[src/rtl/drm_pkg.sv]
// shared types and constants for the deadlock resource manager
// no dependencies; the datapath, controller, top level and bench import this package
package drm_pkg;

    localparam int NPROC = 8;
    localparam int NRES  = 8;
    localparam int PW    = $clog2(NPROC);
    localparam int RW    = $clog2(NRES);

    localparam logic [3:0] MAX_INST   = 4'd15;
    localparam logic [3:0] PRIO_LIMIT = 4'd11;
    localparam logic [3:0] NRES_ID    = 4'(NRES);
    localparam logic [3:0] NPROC_CNT  = 4'(NPROC);

    localparam logic [2:0] MODE_REQUEST     = 3'd0;
    localparam logic [2:0] MODE_RELEASE     = 3'd1;
    localparam logic [2:0] MODE_RELEASE_ALL = 3'd2;
    localparam logic [2:0] MODE_DETECT      = 3'd3;
    localparam logic [2:0] MODE_RESOLVE     = 3'd4;

    localparam logic [1:0] CFG_RES_COUNT = 2'd0;
    localparam logic [1:0] CFG_RES_INST  = 2'd1;
    localparam logic [1:0] CFG_PRIO      = 2'd2;

    typedef enum logic [3:0] {
        ST_IDLE,
        ST_DISPATCH,
        ST_EXEC,
        ST_RD_GRANT,
        ST_GRANT,
        ST_DFS,
        ST_SCAN,
        ST_RD_VIC,
        ST_FREE_VIC,
        ST_DONE
    } ctl_state_t;

    typedef enum logic [3:0] {
        OP_NONE,
        OP_LATCH,
        OP_READ_PID,
        OP_REQ,
        OP_REL,
        OP_READ_GRANT,
        OP_GRANT,
        OP_FREE,
        OP_DFS_INIT,
        OP_DFS_STEP,
        OP_SCAN_STEP,
        OP_READ_VIC,
        OP_LOAD_OUT
    } dp_op_t;

    typedef struct packed {
        logic [2:0] mode;
        logic       want_grant;
        logic       dfs_end;
        logic       dfs_found;
        logic       scan_done;
        logic       out_free;
    } dp_status_t;

    typedef struct packed {
        logic       ok;
        logic       unknown_resource;
        logic [3:0] remaining;
        logic       grant_valid;
        logic [2:0] granted_process;
        logic       deadlock_found;
        logic [7:0] cycle_mask;
        logic [2:0] victim;
    } res_t;

endpackage

[src/rtl/drm_in_if.sv]
// input item channel: valid/ready plus operation fields
// no dependencies
interface drm_in_if;
    logic       valid;
    logic       ready;
    logic [2:0] mode;
    logic [2:0] process_id;
    logic [3:0] rsc_id;

    modport source (output valid, mode, process_id, rsc_id, input ready);
    modport sink (input valid, mode, process_id, rsc_id, output ready);
endinterface

[src/rtl/drm_out_if.sv]
// result channel: valid/ready plus result fields
// no dependencies
interface drm_out_if;
    logic       valid;
    logic       ready;
    logic       ok;
    logic       unknown_resource;
    logic [3:0] remaining;
    logic       grant_valid;
    logic [2:0] granted_process;
    logic       deadlock_found;
    logic [7:0] cycle_mask;
    logic [2:0] victim;

    modport source (output valid, ok, unknown_resource, remaining, grant_valid,
                    granted_process, deadlock_found, cycle_mask, victim,
                    input ready);
    modport sink (input valid, ok, unknown_resource, remaining, grant_valid,
                  granted_process, deadlock_found, cycle_mask, victim,
                  output ready);
endinterface

[src/rtl/drm_cfg_if.sv]
// configuration write channel: valid/ready, register index and data
// no dependencies
interface drm_cfg_if;
    logic        valid;
    logic        ready;
    logic [1:0]  index;
    logic [31:0] data;

    modport source (output valid, index, data, input ready);
    modport sink (input valid, index, data, output ready);
endinterface

[src/rtl/drm_datapath.sv]
// datapath: configuration, resource tables, held-count memory, dfs walker,
// result register; depends on drm_pkg
module drm_datapath
    import drm_pkg::*;
(
    input  logic        clk,
    input  logic        rst_n,
    input  dp_op_t      op,
    output dp_status_t  status,
    input  logic [2:0]  in_mode,
    input  logic [2:0]  in_pid,
    input  logic [3:0]  in_rid,
    input  logic        cfg_we,
    input  logic [1:0]  cfg_index,
    input  logic [31:0] cfg_data,
    output res_t        res,
    output logic        res_valid,
    input  logic        res_ready
);

    logic [3:0]  count_reg;
    logic [31:0] inst_reg;
    logic [31:0] prio_reg;

    logic [3:0]      avail_reg [NRES];
    logic [31:0]     held_mem [NPROC];
    logic [NPROC-1:0] row_valid_reg;
    logic [31:0]     row_reg;
    logic [NRES-1:0] nz_reg [NPROC];
    logic [NPROC-1:0] wait_reg;
    logic [3:0]      wres_reg [NPROC];

    logic [2:0] mode_reg;
    logic [2:0] pid_reg;
    logic [3:0] rid_reg;
    logic [2:0] tgt_reg;
    logic [2:0] gp_reg;

    logic [NPROC-1:0] visited_reg;
    logic [NPROC-1:0] onpath_reg;
    logic [2:0]       stack_reg [NPROC];
    logic [3:0]       nxt_reg [NPROC];
    logic [3:0]       depth_reg;
    logic [3:0]       root_reg;
    logic             found_reg;
    logic             end_reg;
    logic [2:0]       closing_reg;

    logic [3:0] scan_i_reg;
    logic       in_cyc_reg;
    logic [3:0] lowest_reg;
    logic [2:0] vic_reg;

    res_t res_reg;
    res_t out_reg;
    logic out_valid_reg;

    // memory port controls
    logic        mem_rd;
    logic [2:0]  mem_ra;
    logic        mem_we;
    logic [2:0]  mem_wa;
    logic [31:0] mem_wd;

    logic [3:0] count_eff;
    logic       exists;
    logic       in_range;
    logic [2:0] ridx;
    logic [3:0] held_nib;
    logic [3:0] held_inc;
    logic [3:0] avail_r;
    logic       wfound;
    logic [2:0] wp;
    logic       want_grant;
    logic [2:0] top_idx;
    logic [2:0] top_node;
    logic [3:0] top_h;
    logic       top_edge;
    logic [2:0] scan_m;
    logic       scan_ic;
    logic [3:0] scan_prio;
    logic       out_free;

    function automatic logic [31:0] set_nib(input logic [31:0] row, input logic [2:0] idx,
                                             input logic [3:0] val);
        logic [31:0] r;
        r = row;
        r[{idx, 2'b00} +: 4] = val;
        return r;
    endfunction

    // wait-for edge: waiter w blocks on a resource of which h holds an instance
    function automatic logic has_edge(input logic [2:0] w, input logic [2:0] h,
                                      input logic [NPROC-1:0] wt, input logic [3:0] wr,
                                      input logic [NRES-1:0] nzh);
        logic ok_id;
        ok_id = (wr != 4'd0) && (wr <= NRES_ID);
        return wt[w] && ok_id && nzh[3'(wr - 4'd1)];
    endfunction

    always_comb
    begin
        count_eff = (count_reg > NRES_ID) ? NRES_ID : count_reg;
        exists    = (rid_reg != 4'd0) && (rid_reg <= count_eff);
        in_range  = (rid_reg != 4'd0) && (rid_reg <= NRES_ID);
        ridx      = 3'(rid_reg - 4'd1);
        held_nib  = row_reg[{ridx, 2'b00} +: 4];
        held_inc  = (held_nib == MAX_INST) ? MAX_INST : held_nib + 4'd1;
        avail_r   = avail_reg[ridx];
        wfound    = 1'b0;
        wp        = '0;
        // lowest-numbered waiter wins
        for (int p = NPROC - 1; p >= 0; p--)
        begin
            if (wait_reg[p] && (wres_reg[p] == rid_reg))
            begin
                wfound = 1'b1;
                wp     = 3'(p);
            end
        end
        want_grant = in_range && (held_nib != 4'd0) && wfound;

        top_idx  = 3'(depth_reg - 4'd1);
        top_node = stack_reg[top_idx];
        top_h    = nxt_reg[top_idx];
        top_edge = (top_h < NPROC_CNT)
                   && has_edge(top_node, top_h[2:0], wait_reg, wres_reg[top_node],
                               nz_reg[top_h[2:0]]);

        scan_m    = stack_reg[scan_i_reg[2:0]];
        scan_ic   = in_cyc_reg || (scan_m == closing_reg);
        scan_prio = prio_reg[{scan_m, 2'b00} +: 4];

        out_free = !out_valid_reg || res_ready;
    end

    assign status.mode       = mode_reg;
    assign status.want_grant = want_grant;
    assign status.dfs_end    = end_reg;
    assign status.dfs_found  = found_reg;
    assign status.scan_done  = (scan_i_reg == depth_reg);
    assign status.out_free   = out_free;

    assign res       = out_reg;
    assign res_valid = out_valid_reg;

    always_comb
    begin
        mem_rd = 1'b0;
        mem_ra = pid_reg;
        mem_we = 1'b0;
        mem_wa = pid_reg;
        mem_wd = row_reg;
        case (op)
            OP_READ_PID:   mem_rd = 1'b1;
            OP_READ_GRANT:
            begin
                mem_rd = 1'b1;
                mem_ra = gp_reg;
            end
            OP_READ_VIC:
            begin
                mem_rd = 1'b1;
                mem_ra = vic_reg;
            end
            OP_REQ:
            begin
                mem_we = exists && (avail_r != 4'd0);
                mem_wd = set_nib(row_reg, ridx, held_inc);
            end
            OP_REL:
            begin
                mem_we = in_range && (held_nib != 4'd0);
                mem_wd = set_nib(row_reg, ridx, held_nib - 4'd1);
            end
            OP_GRANT:
            begin
                mem_we = 1'b1;
                mem_wa = gp_reg;
                mem_wd = set_nib(row_reg, ridx, held_inc);
            end
            OP_FREE:
            begin
                mem_we = 1'b1;
                mem_wa = tgt_reg;
                mem_wd = '0;
            end
            default: ;
        endcase
    end

    // held-count memory, one row of nibbles per process
    always_ff @(posedge clk)
    begin
        if (mem_we)
            held_mem[mem_wa] <= mem_wd;
        if (mem_rd)
            row_reg <= row_valid_reg[mem_ra] ? held_mem[mem_ra] : '0;
    end

    // dfs path stack and per-frame successor pointers
    always_ff @(posedge clk)
    begin
        if (op == OP_DFS_STEP)
        begin
            if (depth_reg == 4'd0)
            begin
                if (root_reg < NPROC_CNT && !visited_reg[root_reg[2:0]])
                begin
                    stack_reg[0] <= root_reg[2:0];
                    nxt_reg[0]   <= '0;
                end
            end
            else if (top_h < NPROC_CNT)
            begin
                nxt_reg[top_idx] <= top_h + 4'd1;
                if (top_edge && !visited_reg[top_h[2:0]])
                begin
                    stack_reg[depth_reg[2:0]] <= top_h[2:0];
                    nxt_reg[depth_reg[2:0]]   <= '0;
                end
            end
        end
    end

    always_ff @(posedge clk or negedge rst_n)
    begin
        if (!rst_n)
        begin
            count_reg     <= '0;
            inst_reg      <= '0;
            prio_reg      <= '0;
            row_valid_reg <= '0;
            wait_reg      <= '0;
            for (int i = 0; i < NRES; i++)
                avail_reg[i] <= '0;
            for (int i = 0; i < NPROC; i++)
            begin
                nz_reg[i]   <= '0;
                wres_reg[i] <= '0;
            end
            mode_reg      <= '0;
            pid_reg       <= '0;
            rid_reg       <= '0;
            tgt_reg       <= '0;
            gp_reg        <= '0;
            visited_reg   <= '0;
            onpath_reg    <= '0;
            depth_reg     <= '0;
            root_reg      <= '0;
            found_reg     <= 1'b0;
            end_reg       <= 1'b0;
            closing_reg   <= '0;
            scan_i_reg    <= '0;
            in_cyc_reg    <= 1'b0;
            lowest_reg    <= PRIO_LIMIT;
            vic_reg       <= '0;
            res_reg       <= '0;
            out_reg       <= '0;
            out_valid_reg <= 1'b0;
        end
        else
        begin
            if (mem_we)
                row_valid_reg[mem_wa] <= 1'b1;

            if (cfg_we)
            begin
                case (cfg_index)
                    CFG_RES_COUNT:
                    begin
                        count_reg <= cfg_data[3:0];
                        for (int r = 0; r < NRES; r++)
                            avail_reg[r] <= inst_reg[r*4 +: 4];
                    end
                    CFG_RES_INST:
                    begin
                        inst_reg <= cfg_data;
                        for (int r = 0; r < NRES; r++)
                            avail_reg[r] <= cfg_data[r*4 +: 4];
                    end
                    CFG_PRIO: prio_reg <= cfg_data;
                    default: ;
                endcase
            end

            if (op == OP_LOAD_OUT)
                out_valid_reg <= 1'b1;
            else if (out_valid_reg && res_ready)
                out_valid_reg <= 1'b0;

            case (op)
                OP_LATCH:
                begin
                    mode_reg <= in_mode;
                    pid_reg  <= in_pid;
                    rid_reg  <= in_rid;
                    res_reg  <= '0;
                end
                OP_READ_PID: tgt_reg <= pid_reg;
                OP_REQ:
                begin
                    if (!exists)
                        res_reg.unknown_resource <= 1'b1;
                    else if (avail_r != 4'd0)
                    begin
                        avail_reg[ridx]       <= avail_r - 4'd1;
                        nz_reg[pid_reg][ridx] <= 1'b1;
                        res_reg.ok            <= 1'b1;
                        res_reg.remaining     <= avail_r - 4'd1;
                    end
                    else
                    begin
                        wait_reg[pid_reg] <= 1'b1;
                        wres_reg[pid_reg] <= rid_reg;
                    end
                end
                OP_REL:
                begin
                    if (in_range && held_nib != 4'd0)
                    begin
                        avail_reg[ridx]       <= (avail_r == MAX_INST) ? MAX_INST
                                                                        : avail_r + 4'd1;
                        nz_reg[pid_reg][ridx] <= (held_nib != 4'd1);
                        res_reg.ok            <= 1'b1;
                        res_reg.remaining     <= (avail_r == MAX_INST) ? MAX_INST
                                                                        : avail_r + 4'd1;
                        gp_reg                <= wp;
                    end
                    else if (exists)
                        res_reg.remaining <= avail_r;
                end
                OP_GRANT:
                begin
                    // released instance went up first, so avail is at least one here
                    avail_reg[ridx]          <= avail_r - 4'd1;
                    nz_reg[gp_reg][ridx]     <= 1'b1;
                    wait_reg[gp_reg]         <= 1'b0;
                    wres_reg[gp_reg]         <= '0;
                    res_reg.grant_valid      <= 1'b1;
                    res_reg.granted_process  <= gp_reg;
                    res_reg.remaining        <= avail_r - 4'd1;
                end
                OP_FREE:
                begin
                    for (int r = 0; r < NRES; r++)
                    begin
                        if ({1'b0, avail_reg[r]} + {1'b0, row_reg[r*4 +: 4]} > {1'b0, MAX_INST})
                            avail_reg[r] <= MAX_INST;
                        else
                            avail_reg[r] <= avail_reg[r] + row_reg[r*4 +: 4];
                    end
                    nz_reg[tgt_reg]   <= '0;
                    wait_reg[tgt_reg] <= 1'b0;
                    wres_reg[tgt_reg] <= '0;
                    res_reg.ok        <= (mode_reg == MODE_RELEASE_ALL);
                end
                OP_DFS_INIT:
                begin
                    visited_reg <= '0;
                    onpath_reg  <= '0;
                    depth_reg   <= '0;
                    root_reg    <= '0;
                    found_reg   <= 1'b0;
                    end_reg     <= 1'b0;
                end
                OP_DFS_STEP:
                begin
                    if (depth_reg == 4'd0)
                    begin
                        if (root_reg == NPROC_CNT)
                            end_reg <= 1'b1;
                        else
                        begin
                            if (!visited_reg[root_reg[2:0]])
                            begin
                                visited_reg[root_reg[2:0]] <= 1'b1;
                                onpath_reg[root_reg[2:0]]  <= 1'b1;
                                depth_reg                  <= 4'd1;
                            end
                            root_reg <= root_reg + 4'd1;
                        end
                    end
                    else if (top_h == NPROC_CNT)
                    begin
                        // all successors tried: pop the frame
                        onpath_reg[top_node] <= 1'b0;
                        depth_reg            <= depth_reg - 4'd1;
                    end
                    else if (top_edge)
                    begin
                        if (!visited_reg[top_h[2:0]])
                        begin
                            visited_reg[top_h[2:0]] <= 1'b1;
                            onpath_reg[top_h[2:0]]  <= 1'b1;
                            depth_reg               <= depth_reg + 4'd1;
                        end
                        else if (onpath_reg[top_h[2:0]])
                        begin
                            found_reg              <= 1'b1;
                            closing_reg            <= top_h[2:0];
                            vic_reg                <= top_h[2:0];
                            scan_i_reg             <= '0;
                            in_cyc_reg             <= 1'b0;
                            lowest_reg             <= PRIO_LIMIT;
                            res_reg.deadlock_found <= 1'b1;
                        end
                    end
                end
                OP_SCAN_STEP:
                begin
                    // cycle members start at the closing node on the path
                    in_cyc_reg <= scan_ic;
                    scan_i_reg <= scan_i_reg + 4'd1;
                    if (scan_ic)
                    begin
                        res_reg.cycle_mask[scan_m] <= 1'b1;
                        if (scan_prio < lowest_reg)
                        begin
                            lowest_reg <= scan_prio;
                            vic_reg    <= scan_m;
                        end
                    end
                end
                OP_READ_VIC:
                begin
                    tgt_reg        <= vic_reg;
                    res_reg.victim <= vic_reg;
                end
                OP_LOAD_OUT:
                begin
                    out_reg <= res_reg;
                end
                default: ;
            endcase
        end
    end

    a_found_end_exclusive: assert property (@(posedge clk) disable iff (!rst_n)
        !(found_reg && end_reg))
        else $error("dfs reported both a cycle and exhaustion");

    a_depth_bound: assert property (@(posedge clk) disable iff (!rst_n)
        depth_reg <= NPROC_CNT)
        else $error("dfs path deeper than process count");

    a_deadlock_mask: assert property (@(posedge clk) disable iff (!rst_n)
        (out_valid_reg && out_reg.deadlock_found) |-> (out_reg.cycle_mask != '0))
        else $error("deadlock reported with empty cycle");

    a_grant_ok: assert property (@(posedge clk) disable iff (!rst_n)
        (out_valid_reg && out_reg.grant_valid) |-> out_reg.ok)
        else $error("grant without a matched release");

endmodule

[src/rtl/drm_ctrl.sv]
// controller state machine sequencing datapath operations per item
// depends on drm_pkg
module drm_ctrl
    import drm_pkg::*;
(
    input  logic       clk,
    input  logic       rst_n,
    input  logic       in_valid,
    output logic       in_ready,
    input  dp_status_t st,
    output dp_op_t     op
);

    ctl_state_t state_reg;
    ctl_state_t state_next;

    always_ff @(posedge clk or negedge rst_n)
    begin
        if (!rst_n)
            state_reg <= ST_IDLE;
        else
            state_reg <= state_next;
    end

    always_comb
    begin
        state_next = state_reg;
        op         = OP_NONE;
        in_ready   = 1'b0;
        case (state_reg)
            ST_IDLE:
            begin
                in_ready = 1'b1;
                if (in_valid)
                begin
                    op         = OP_LATCH;
                    state_next = ST_DISPATCH;
                end
            end
            ST_DISPATCH:
            begin
                if (st.mode == MODE_REQUEST || st.mode == MODE_RELEASE
                    || st.mode == MODE_RELEASE_ALL)
                begin
                    op         = OP_READ_PID;
                    state_next = ST_EXEC;
                end
                else if (st.mode == MODE_DETECT || st.mode == MODE_RESOLVE)
                begin
                    op         = OP_DFS_INIT;
                    state_next = ST_DFS;
                end
                else
                    state_next = ST_DONE;
            end
            ST_EXEC:
            begin
                state_next = ST_DONE;
                case (st.mode)
                    MODE_REQUEST:     op = OP_REQ;
                    MODE_RELEASE:
                    begin
                        op = OP_REL;
                        if (st.want_grant)
                            state_next = ST_RD_GRANT;
                    end
                    MODE_RELEASE_ALL: op = OP_FREE;
                    default:          op = OP_NONE;
                endcase
            end
            ST_RD_GRANT:
            begin
                op         = OP_READ_GRANT;
                state_next = ST_GRANT;
            end
            ST_GRANT:
            begin
                op         = OP_GRANT;
                state_next = ST_DONE;
            end
            ST_DFS:
            begin
                if (st.dfs_found)
                    state_next = ST_SCAN;
                else if (st.dfs_end)
                    state_next = ST_DONE;
                else
                    op = OP_DFS_STEP;
            end
            ST_SCAN:
            begin
                if (st.scan_done)
                    state_next = (st.mode == MODE_RESOLVE) ? ST_RD_VIC : ST_DONE;
                else
                    op = OP_SCAN_STEP;
            end
            ST_RD_VIC:
            begin
                op         = OP_READ_VIC;
                state_next = ST_FREE_VIC;
            end
            ST_FREE_VIC:
            begin
                op         = OP_FREE;
                state_next = ST_DONE;
            end
            ST_DONE:
            begin
                if (st.out_free)
                begin
                    op         = OP_LOAD_OUT;
                    state_next = ST_IDLE;
                end
            end
            default: state_next = ST_IDLE;
        endcase
    end

endmodule

[src/rtl/deadlock_resource_manager.sv]
// top level: resource manager with wait-for graph deadlock detection
// depends on drm_pkg, drm_in_if, drm_out_if, drm_cfg_if, drm_ctrl, drm_datapath
//
// One item at a time: a request latches the item, reads the process's row of the
// held-count memory and updates it; a release does the same and, if a waiter
// wants the freed resource, reads the waiter's row and grants it; release all
// reads the row and frees it. Detect and resolve run a depth-first walk with one
// step per root tried, per successor tested and per frame popped, then step
// through the path entries to pick out the cycle and victim; resolve then reads
// the victim's row and frees it. The result sits in an output register, so the
// next item is taken while it waits. Configuration writes are taken every cycle.
module deadlock_resource_manager
    import drm_pkg::*;
(
    input  logic      clk,
    input  logic      rst_n,
    drm_in_if.sink    item,
    drm_out_if.source result,
    drm_cfg_if.sink   cfg
);

    dp_op_t     op;
    dp_status_t st;
    res_t       res;
    logic       in_ready;

    assign item.ready = in_ready;
    assign cfg.ready  = 1'b1;

    drm_ctrl u_ctrl (
        .clk      (clk),
        .rst_n    (rst_n),
        .in_valid (item.valid),
        .in_ready (in_ready),
        .st       (st),
        .op       (op)
    );

    drm_datapath u_dp (
        .clk       (clk),
        .rst_n     (rst_n),
        .op        (op),
        .status    (st),
        .in_mode   (item.mode),
        .in_pid    (item.process_id),
        .in_rid    (item.rsc_id),
        .cfg_we    (cfg.valid),
        .cfg_index (cfg.index),
        .cfg_data  (cfg.data),
        .res       (res),
        .res_valid (result.valid),
        .res_ready (result.ready)
    );

    assign result.ok               = res.ok;
    assign result.unknown_resource = res.unknown_resource;
    assign result.remaining        = res.remaining;
    assign result.grant_valid      = res.grant_valid;
    assign result.granted_process  = res.granted_process;
    assign result.deadlock_found   = res.deadlock_found;
    assign result.cycle_mask       = res.cycle_mask;
    assign result.victim           = res.victim;

endmodule

[src/flat_wrapper.sv]
// flat-port wrapper written by rule: the top's interface ports become plain ports
module deadlock_resource_manager_flat import drm_pkg::*;
  (clk, rst_n, item_valid, item_mode, item_process_id, item_rsc_id, item_ready, result_valid, result_ok, result_unknown_resource, result_remaining, result_grant_valid, result_granted_process, result_deadlock_found, result_cycle_mask, result_victim, result_ready, cfg_valid, cfg_index, cfg_data, cfg_ready);
  drm_in_if item_i ();
  drm_out_if result_i ();
  drm_cfg_if cfg_i ();
  input  logic clk;
  input  logic rst_n;
  input wire logic [$bits(item_i.valid)-1:0] item_valid;
  input wire logic [$bits(item_i.mode)-1:0] item_mode;
  input wire logic [$bits(item_i.process_id)-1:0] item_process_id;
  input wire logic [$bits(item_i.rsc_id)-1:0] item_rsc_id;
  output wire logic [$bits(item_i.ready)-1:0] item_ready;
  output wire logic [$bits(result_i.valid)-1:0] result_valid;
  output wire logic [$bits(result_i.ok)-1:0] result_ok;
  output wire logic [$bits(result_i.unknown_resource)-1:0] result_unknown_resource;
  output wire logic [$bits(result_i.remaining)-1:0] result_remaining;
  output wire logic [$bits(result_i.grant_valid)-1:0] result_grant_valid;
  output wire logic [$bits(result_i.granted_process)-1:0] result_granted_process;
  output wire logic [$bits(result_i.deadlock_found)-1:0] result_deadlock_found;
  output wire logic [$bits(result_i.cycle_mask)-1:0] result_cycle_mask;
  output wire logic [$bits(result_i.victim)-1:0] result_victim;
  input wire logic [$bits(result_i.ready)-1:0] result_ready;
  input wire logic [$bits(cfg_i.valid)-1:0] cfg_valid;
  input wire logic [$bits(cfg_i.index)-1:0] cfg_index;
  input wire logic [$bits(cfg_i.data)-1:0] cfg_data;
  output wire logic [$bits(cfg_i.ready)-1:0] cfg_ready;
  assign item_i.valid = item_valid;
  assign item_i.mode = item_mode;
  assign item_i.process_id = item_process_id;
  assign item_i.rsc_id = item_rsc_id;
  assign item_ready = item_i.ready;
  assign result_valid = result_i.valid;
  assign result_ok = result_i.ok;
  assign result_unknown_resource = result_i.unknown_resource;
  assign result_remaining = result_i.remaining;
  assign result_grant_valid = result_i.grant_valid;
  assign result_granted_process = result_i.granted_process;
  assign result_deadlock_found = result_i.deadlock_found;
  assign result_cycle_mask = result_i.cycle_mask;
  assign result_victim = result_i.victim;
  assign result_i.ready = result_ready;
  assign cfg_i.valid = cfg_valid;
  assign cfg_i.index = cfg_index;
  assign cfg_i.data = cfg_data;
  assign cfg_ready = cfg_i.ready;
  deadlock_resource_manager u_core (.clk(clk), .rst_n(rst_n), .item(item_i), .result(result_i), .cfg(cfg_i));
endmodule
[config.mk]
export PLATFORM = sky130hd
export DESIGN_NAME = deadlock_resource_manager_flat
export DESIGN_NICKNAME = d
export VERILOG_FILES = /design/src/rtl/drm_pkg.sv /design/src/rtl/drm_in_if.sv /design/src/rtl/drm_out_if.sv /design/src/rtl/drm_cfg_if.sv /design/src/rtl/drm_datapath.sv /design/src/rtl/drm_ctrl.sv /design/src/rtl/deadlock_resource_manager.sv /design/src/flat_wrapper.sv
export SDC_FILE = /design/constraint.sdc
export NUM_CORES = 2
export LEC_CHECK = 0
export BUFFER_PORTS_ARGS = -buffer_cell sky130_fd_sc_hd__buf_4
export CORE_MARGIN = 2
export CORE_UTILIZATION = 57
export DETAILED_ROUTE_END_ITERATION = 16
export GPL_ROUTABILITY_DRIVEN = 0
export PLACE_DENSITY_LB_ADDON = 0.25
export SYNTH_ARGS = -nofsm -noshare
export SYNTH_HDL_FRONTEND = slang
export SYNTH_SLANG_ARGS = --single-unit
[constraint.sdc]
create_clock -name clk -period 5 [get_ports clk]
set_input_delay 1 -clock clk [delete_from_list [all_inputs] [get_ports clk]]
set_output_delay 1 -clock clk [all_outputs]
set_load 0.03 [all_outputs]
==> Yosys cells after proc, flatten, opt, wreduce, memory -nomap -nowiden <==
Memory sizes are Yosys's and may differ from the RTL's. A register that Yosys moved wholly into a read port is not among the register bits.
Index checks and enable logic that the tools add are counted.
{ "word_totals": {"regBits": 318, "latch_bits": 0, "ram_bits": 312, "mem_bits_ro": 0, "inputBits": 49, "out_inout_bits": 25, "n_memories": 3} }
{ "classes": {"add_sub_neg": 28, "mul": 0, "div_mod_pow": 0, "n_lt_le_gt_ge": 45, "eq_ne": 69, "shifts": 5, "n_mux": 229, "n_bitwise": 29, "n_reduce_logical": 89} }
{ "mem_list": {"columns": ["name", "depth", "word_bits", "read_ports", "rd_clocked_by_memory_dff", "write_ports", "line_no", "source"], "rows": [
  ["u_core.u_dp.held_mem", 8, 32, 1, 1, 1, "drm_datapath.sv:26", "logic [31:0] held_mem [NPROC];"],
  ["u_core.u_dp.nxt_reg", 8, 4, 1, 0, 2, "drm_datapath.sv:42", "logic [3:0] nxt_reg [NPROC];"],
  ["u_core.u_dp.stack_reg", 8, 3, 2, 0, 1, "drm_datapath.sv:41", "logic [2:0] stack_reg [NPROC];"]
]} }
{ "ops": {"columns": ["operator", "count"], "rows": [
  ["$pmux W64 S4", 1],
  ["$mux W4", 60],
  ["$mux W32", 6],
  ["$mux W64", 3],
  ["$pmux W32 S3", 2],
  ["$bwmux W32", 5],
  ["$mux W8", 20],
  ["$or A64 B64 Y64", 2],
  ["$pmux W32 S4", 1],
  ["$demux W8 S3", 3],
  ["$and A32 B32 Y32", 2],
  ["$and A64 B64 Y64", 1],
  ["$bwmux W64", 1],
  ["$not A32 Y32", 2],
  ["$not A64 Y64", 1],
  ["$pmux W32 S2", 1],
  ["$shiftx A32 B6 Y4", 2],
  ["$shiftx A4 B7 Y32", 2],
  ["$mux W1", 61],
  ["$or A8 B8 Y8", 7],
  ["$mux W3", 18],
  ["$demux W4 S3", 4],
  ["$pmux W8 S2", 3],
  ["$eq A4 B4 Y1 const B", 11],
  ["other kinds (70)", 275]
]} }

==> Longest topological paths before layout <==
An unclocked memory read counts as a cell.
{ "depth": {"depth_word": 19, "depth_mapped": 25} }

==> Cells and area by module <==
From an unflattened synthesis, not the netlist that was laid out.
{ "hier_totals": {"hier_cells": 3428, "area_unflattened_um2": 34709.5} }
{ "modules_own_cells": {"columns": ["mod", "n_inst", "cells_per_inst", "area_per_inst_um2"], "rows": [
  ["drm_datapath", 1, 3353, 34147.8],
  ["drm_ctrl", 1, 73, 550.5],
  ["deadlock_resource_manager", 1, 2, 11.3]
]} }

==> Least setup slack after synthesis <==
No wires, ideal clock.
{ "synth_path": {"path_kind": "register -> register", "startpoint": "reg u_core.u_dp.rid_reg[0]", "endpoint": "mem u_core.u_dp.held_mem[0][0], enable pin", "setup_time_ns": 0.422, "t_arrival_ns": 4.999, "required_time_ns": 4.578, "slack_ns": -0.421, "stages_incl_launch_ff": 19, "period_less_slack_ns": 5.421, "cell_sequence": "dfrtp_1 clkbuf_1 clkinv_1 ha_1 clkbuf_1 clkbuf_1 nand2b_1 nor2_1 a22oi_1 nand2_1 nor2_1 ha_1 nand2_1 nand2_1 nand2_1 and3_1 clkbuf_1 nand2_1 nor2_1"} }
{ "synth_between": {"elab_chain_cells": 10, "word_cells_on_any_way": 18} }
{ "synth_rtl": {"columns": ["element", "line_no", "source"], "rows": [
  ["from (decl)", "drm_datapath.sv:35", "logic [3:0] rid_reg;"],
  ["from (signal assigned)", "drm_datapath.sv:297", "rid_reg <= in_rid;"],
  ["branches (longest 7 deep; another with $sub A3 B1 Y3)", null, null],
  ["$pmux W1 S3 *", "drm_datapath.sv:154", "case (op)"],
  ["$mux W1 *", "drm_datapath.sv:195", "if (mem_we)"],
  ["$mux W1 (not written as such) *", "drm_datapath.sv:196", "held_mem[mem_wa] <= mem_wd;"],
  ["to (decl)", "drm_datapath.sv:26", null]
]} }
Mark *: on every way between the ends. The select of a mux whose other input is x is not followed.

==> Final worst setup path <==
{ "layout_path": {"startpoint": "reg u_core.u_dp.depth_reg[1]", "endpoint": "mem u_core.u_dp.stack_reg[2][1] (data pin)"} }
{ "layout_between": {"elab_chain_cells": 19, "word_cells_on_any_way": 39} }
{ "layout_rtl": {"columns": ["element", "line_no", "source"], "rows": [
  ["from (decl)", "drm_datapath.sv:43", "logic [3:0] depth_reg;"],
  ["from (signal assigned)", "drm_datapath.sv:388", "depth_reg <= depth_reg - 4'd1;"],
  ["from (signal assigned)", "drm_datapath.sv:396", "depth_reg <= depth_reg + 4'd1;"],
  ["$sub A4 B1 Y4", null, null],
  ["$mem_v2 Z8 W3", null, null],
  ["$not A3 Y4 (not written as such)", "drm_datapath.sv:127", "&& has_edge(top_node, top_h[2:0], wait_reg, wres_reg[top_node],"],
  ["$bmux W4 S3", "drm_datapath.sv:127", null],
  ["$mux W4 (not written as such) (2 in series)", "drm_datapath.sv:127", null],
  ["$sub A3 B1 Y3 (tied with other cells)", "drm_datapath.sv:98", "return wt[w] && ok_id && nzh[3'(wr - 4'd1)];"],
  ["$bmux W1 S3 or $logic_and A1 B1 Y1 (tied branches)", "drm_datapath.sv:98, drm_datapath.sv:97", null],
  ["$mux W1 (not written as such) or $logic_and A1 B1 Y1 (tied branches)", "drm_datapath.sv:98", null],
  ["[... 2 more ...]", null, null],
  ["$logic_and A1 B1 Y1", "drm_datapath.sv:217", "if (top_edge && !visited_reg[top_h[2:0]])"],
  ["$mux W1", "drm_datapath.sv:217", null],
  ["$mux W1", "drm_datapath.sv:214", "else if (top_h < NPROC_CNT)"],
  ["$mux W1", "drm_datapath.sv:206", "if (depth_reg == 4'd0)"],
  ["$mux W1", "drm_datapath.sv:204", "if (op == OP_DFS_STEP)"],
  ["$mux W1 (not written as such)", "drm_datapath.sv:219", "stack_reg[depth_reg[2:0]] <= top_h[2:0];"],
  ["$reduce_or A3 Y1 (no line)", null, null],
  ["$mux W3 (no line) *", null, null],
  ["to (decl)", "drm_datapath.sv:41", null]
]} }
Mark *: on every way between the ends. The rest lies on a longest branch, timed or not. The select of a mux whose other input is x is not followed.

==> Implementation_results.wiki <==
{| class="wikitable"
! Metric !! Value
|-
| Floorplan core area || between 50000 and 60000 µm²
|-
| Initial antenna violation count || 0
|-
| Top cell type's share of synthesized area || 0.276
|-
| Maximum level of the CTS H-tree || 3
|-
| Fin nets || between 3000 and 4000
|-
| Final Non-Filler Cells || 3892
|-
| Drt via density || between 6 and 7
|-
| Xor/xnor share of the synthesized area || 0.0168
|-
| Total global routing overflow || 0
|-
| Average wire per standard cell || ~26 µm
|-
| CP arrival || ~5.2 ns
|-
| Proportion of synthesized area in mux cells || 0.139
|-
| Crit path largest cell delay || about 0.50 ns
|-
| Effective utilization at floorplan || 0.575
|-
| Total of buffers placed on input and output ports || a little over 70
|-
| Cell area after layout || 38100 µm²
|-
| Number of standard cells after synthesis || about 3000
|-
| Number of hold buffers added after CTS || 0
|-
| FF/Latch Area || roughly 18000 µm²
|-
| Die Wd || around 250 µm
|-
| Total instance count after detailed placement || about 3800
|-
| Count leader, synth || nand2_1
|-
| Yosys warning total || 0
|-
| Type of destination of the critical path || register
|-
| Most common library cells after synthesis || nand2_1 (341), dfrtp_1 (315), edfxtp_1 (312)
|-
| Worst rel slew slack || 0.0891
|-
| Series of cell instances along the critical path || inv_1 > ha_2 > buf_6 > mux2_2 > mux4_2 > inv_2 > buf_4 > mux2_2 > o22ai_1 > nand2_1 > a32o_1 > a21oi_2 > nor4_4 > buf_4 > buf_4 > nand3_1 > o21ai_0 > buf_4
|-
| Peak supply drop || ~0.49 mV
|-
| Min-Delay Path Class || reg -> reg
|-
| Die outline area || around 61000 µm²
|-
| Chip Height || 248 µm
|-
| Static leakage || ~15 nW
|-
| Most area-consuming cells after synthesis || edfxtp_1 (28%), dfrtp_1 (23%), mux4_2 (6.6%)
|-
| Initial detailed-routing violation count || ~4000
|-
| Top flip-flop cell by instance count after synthesis || dfrtp_1
|-
| Clock tree from TritonCTS || done
|-
| Num CTS Buffers || 70
|-
| Max Freq || a little over 200 MHz
|-
| Worst path top cell family by delay || buffers and inverters
|-
| Final setup violating endpoints || 0
|-
| Cell type with the largest total area after synthesis || edfxtp_1
|-
| Netlist area before placement || approximately 34000 µm²
|-
| Number of placement rows || between 80 and 90
|-
| Fraction of final layout cells with drive strength greater than 1 || 0.174
|-
| Crit Path Max Fanout || 26
|-
| Fin util || 0.646
|-
| Pwr Density || between 700 and 800 nW/µm²
|-
| Adder and majority cell fraction of the synthesized area || 0.0269
|-
| Via count of the first global-routing pass || between 20000 and 30000
|-
| Via count || between 20000 and 30000
|-
| Fraction of registers with async set/reset || 0.480
|-
| Pin count of the biggest net entering global routing || about 130
|-
| Transition time at the pin with the least slew margin || about 1.4 ns
|-
| Largest family of logic cells by synthesized area || compound AO/OA/AOI/OAI gates
|-
| Total of flip-flops plus latches after synthesis || 662
|-
| First-pass detailed-route iteration total || 9
|-
| CTS sink cnt || approximately 660
|-
| Final Hold Viols || 0
|-
| Number of design rule violations left after detail routing || 0
|-
| Max_cap viols || 0
|-
| Wirelength, routed || roughly 100000 µm
|-
| Kind of critical path || reg -> reg
|-
| Most Frequent Cell on Critical Path || buf_4
|-
| Count of different cell masters after synthesis || 97
|-
| Footprint of the multi-input gates || approximately 15000 µm²
|-
| Synth Area in Simple Gates || 0.114
|-
| Antenna Nets Post-Route || 0
|-
| Wire length of the first global-routing pass || about 160000 µm
|-
| Clk_lat worst skew || ~0.65 ns
|-
| Synth-to-Final Area Change || 12.3%
|-
| Fillers || between 4000 and 5000
|-
| Synth Area in Compound Gates || 0.144
|-
| Number of buffer and inverter instances along the worst setup path || 7
|-
| Worst Clk Skew || 0.0436 ns
|-
| Share of the clock period used by the worst path || 0.966
|-
| Total count of max-transition violations in the final report || 0
|-
| Synth Area per Inst || approximately 11 µm²
|-
| Post-Syn Nets || ~3100
|-
| Worst Path Required || between 5 and 6 ns
|-
| Total I/O pin count || 74
|-
| Root Buffer Master || clkbuf_16
|-
| Library cell contributing the largest single delay on the critical path || ha_2
|-
| Status || finished clean
|-
| Ant. Diodes || 0
|-
| Placed Instance Area || 35600 µm²
|-
| Register area share after synthesis || 0.530
|-
| Number of enable flip-flop cells after synthesis || ~310
|-
| Clock transition at path regs || 0.06 ns
|-
| Hpwl dp || roughly 70000 µm
|-
| Tmin final || slightly below 5 ns
|-
| Nature of the critical path startpoint || register
|-
| Maximum clock path buffer count || 3
|-
| Setup TNS after final layout || 0 ns
|-
| Gr usage total || 0.335
|-
| Flip-flop count of the largest register, all copies and words added || roughly 260
|}
repair_timing:
action / in CTS / in global routing
setup endpoints to repair: 44 / 100
setup buffers: 2 / 1
resized for setup: 0 / 5
gates cloned: 0 / 0
pin swaps: 2 / 1
report_power, final:
group / internal [mW] / leakage [nW] / switching [mW] / total [mW]
Combinational: 5.06 / 6.63 / 9.55 / 14.6
Clock: 3.08 / 1.15 / 2.28 / 5.36
Sequential: 7.99 / 7.23 / 1.36 / 9.35
Total: 16.1 / 15.0 / 13.2 / 29.3
cells by family (layout without fill, tap and decap cells):
kind of cell,Yosys count,after routing
AOI/OAI and AO/OA,797,797
xor gates and xnor gates,65,65
adders and majority gates,68,68
buffers and inverters,240,349
DFF,662,662
muxes,332,332
other,1,1
and+or+nand+nor,845,845
cells in the final DEF (no fill, tap or decap), types with 36 or more instances in the layout:
| cell type | n |
|---|---|
| nand3_1 | 36 |
| a21oi_1 | 217 |
| o22ai_1 | 44 |
| a31oi_1 | 58 |
| clkbuf_16 | 70 |
| nand2_1 | 341 |
| inv_1 | 47 |
| mux2_2 | 110 |
| dfrtp_1 | 315 |
| mux4_2 | 99 |
| nor2_1 | 228 |
| ha_1 | 59 |
| nor3_1 | 56 |
| o21ai_0 | 240 |
| buf_4 | 161 |
| edfxtp_1 | 312 |
| mux2i_1 | 118 |
through the flow:
step / power, mW / hold slack (ns) / setup WS (ns)
2_1_floorplan: 18.6 / 0.428 / -0.421
3_3_place_gp: 22.8 / 0.443 / 0.168
3_5_place_dp: 23.4 / 0.450 / -0.0590
4_1_cts: 28.8 / 0.466 / 0.0215
5_1_grt: 30.6 / 0.478 / -0.0197
6_report: 29.3 / 0.464 / 0.170
cell type report:
| class | instances | area share |
|---|---|---|
| clock inverters | 35 | 0.0132 |
| clock buffers | 89 | 0.0495 |
| repair buffers | 173 | 0.0377 |
| multi-input cells | 2108 | 0.397 |
| inverters | 52 | 0.00513 |
| flip-flops and latches | 662 | 0.472 |
| well taps | 773 | 0.0254 |
path summary, 6_finish.rpt:
check | startpoint | end | slack [ns] | cells after the start
max | u_core.u_dp.depth_reg[1] | u_core.u_dp.stack_reg[2][1] | 0.17 | 18
max in group asynchronous | rst_n | u_core.u_dp.onpath_reg[0] | 3.38 | 2
min | u_core.u_dp.row_valid_reg[0] | u_core.u_dp.row_valid_reg[0] | 0.46 | 1
min reg2reg | u_core.u_dp.row_valid_reg[0] | u_core.u_dp.row_valid_reg[0] | 0.46 | 1
min in group asynchronous | rst_n | u_core.u_dp.prio_reg[16] | 0.50 | 1
max reg2reg | u_core.u_dp.depth_reg[1] | u_core.u_dp.stack_reg[2][1] | 0.17 | 18
routing by layer:
layer / vias to the layer above / global-route usage / share of wire
li1: 11400 / - / -
met1: 13000 / 0.463 / 0.38
met2: 1850 / 0.504 / 0.44
met3: 384 / 0.0760 / 0.12
met4: 0 / 0.160 / 0.051
met5: - / 0 / 0
Power figures use the tool's default switching activity.
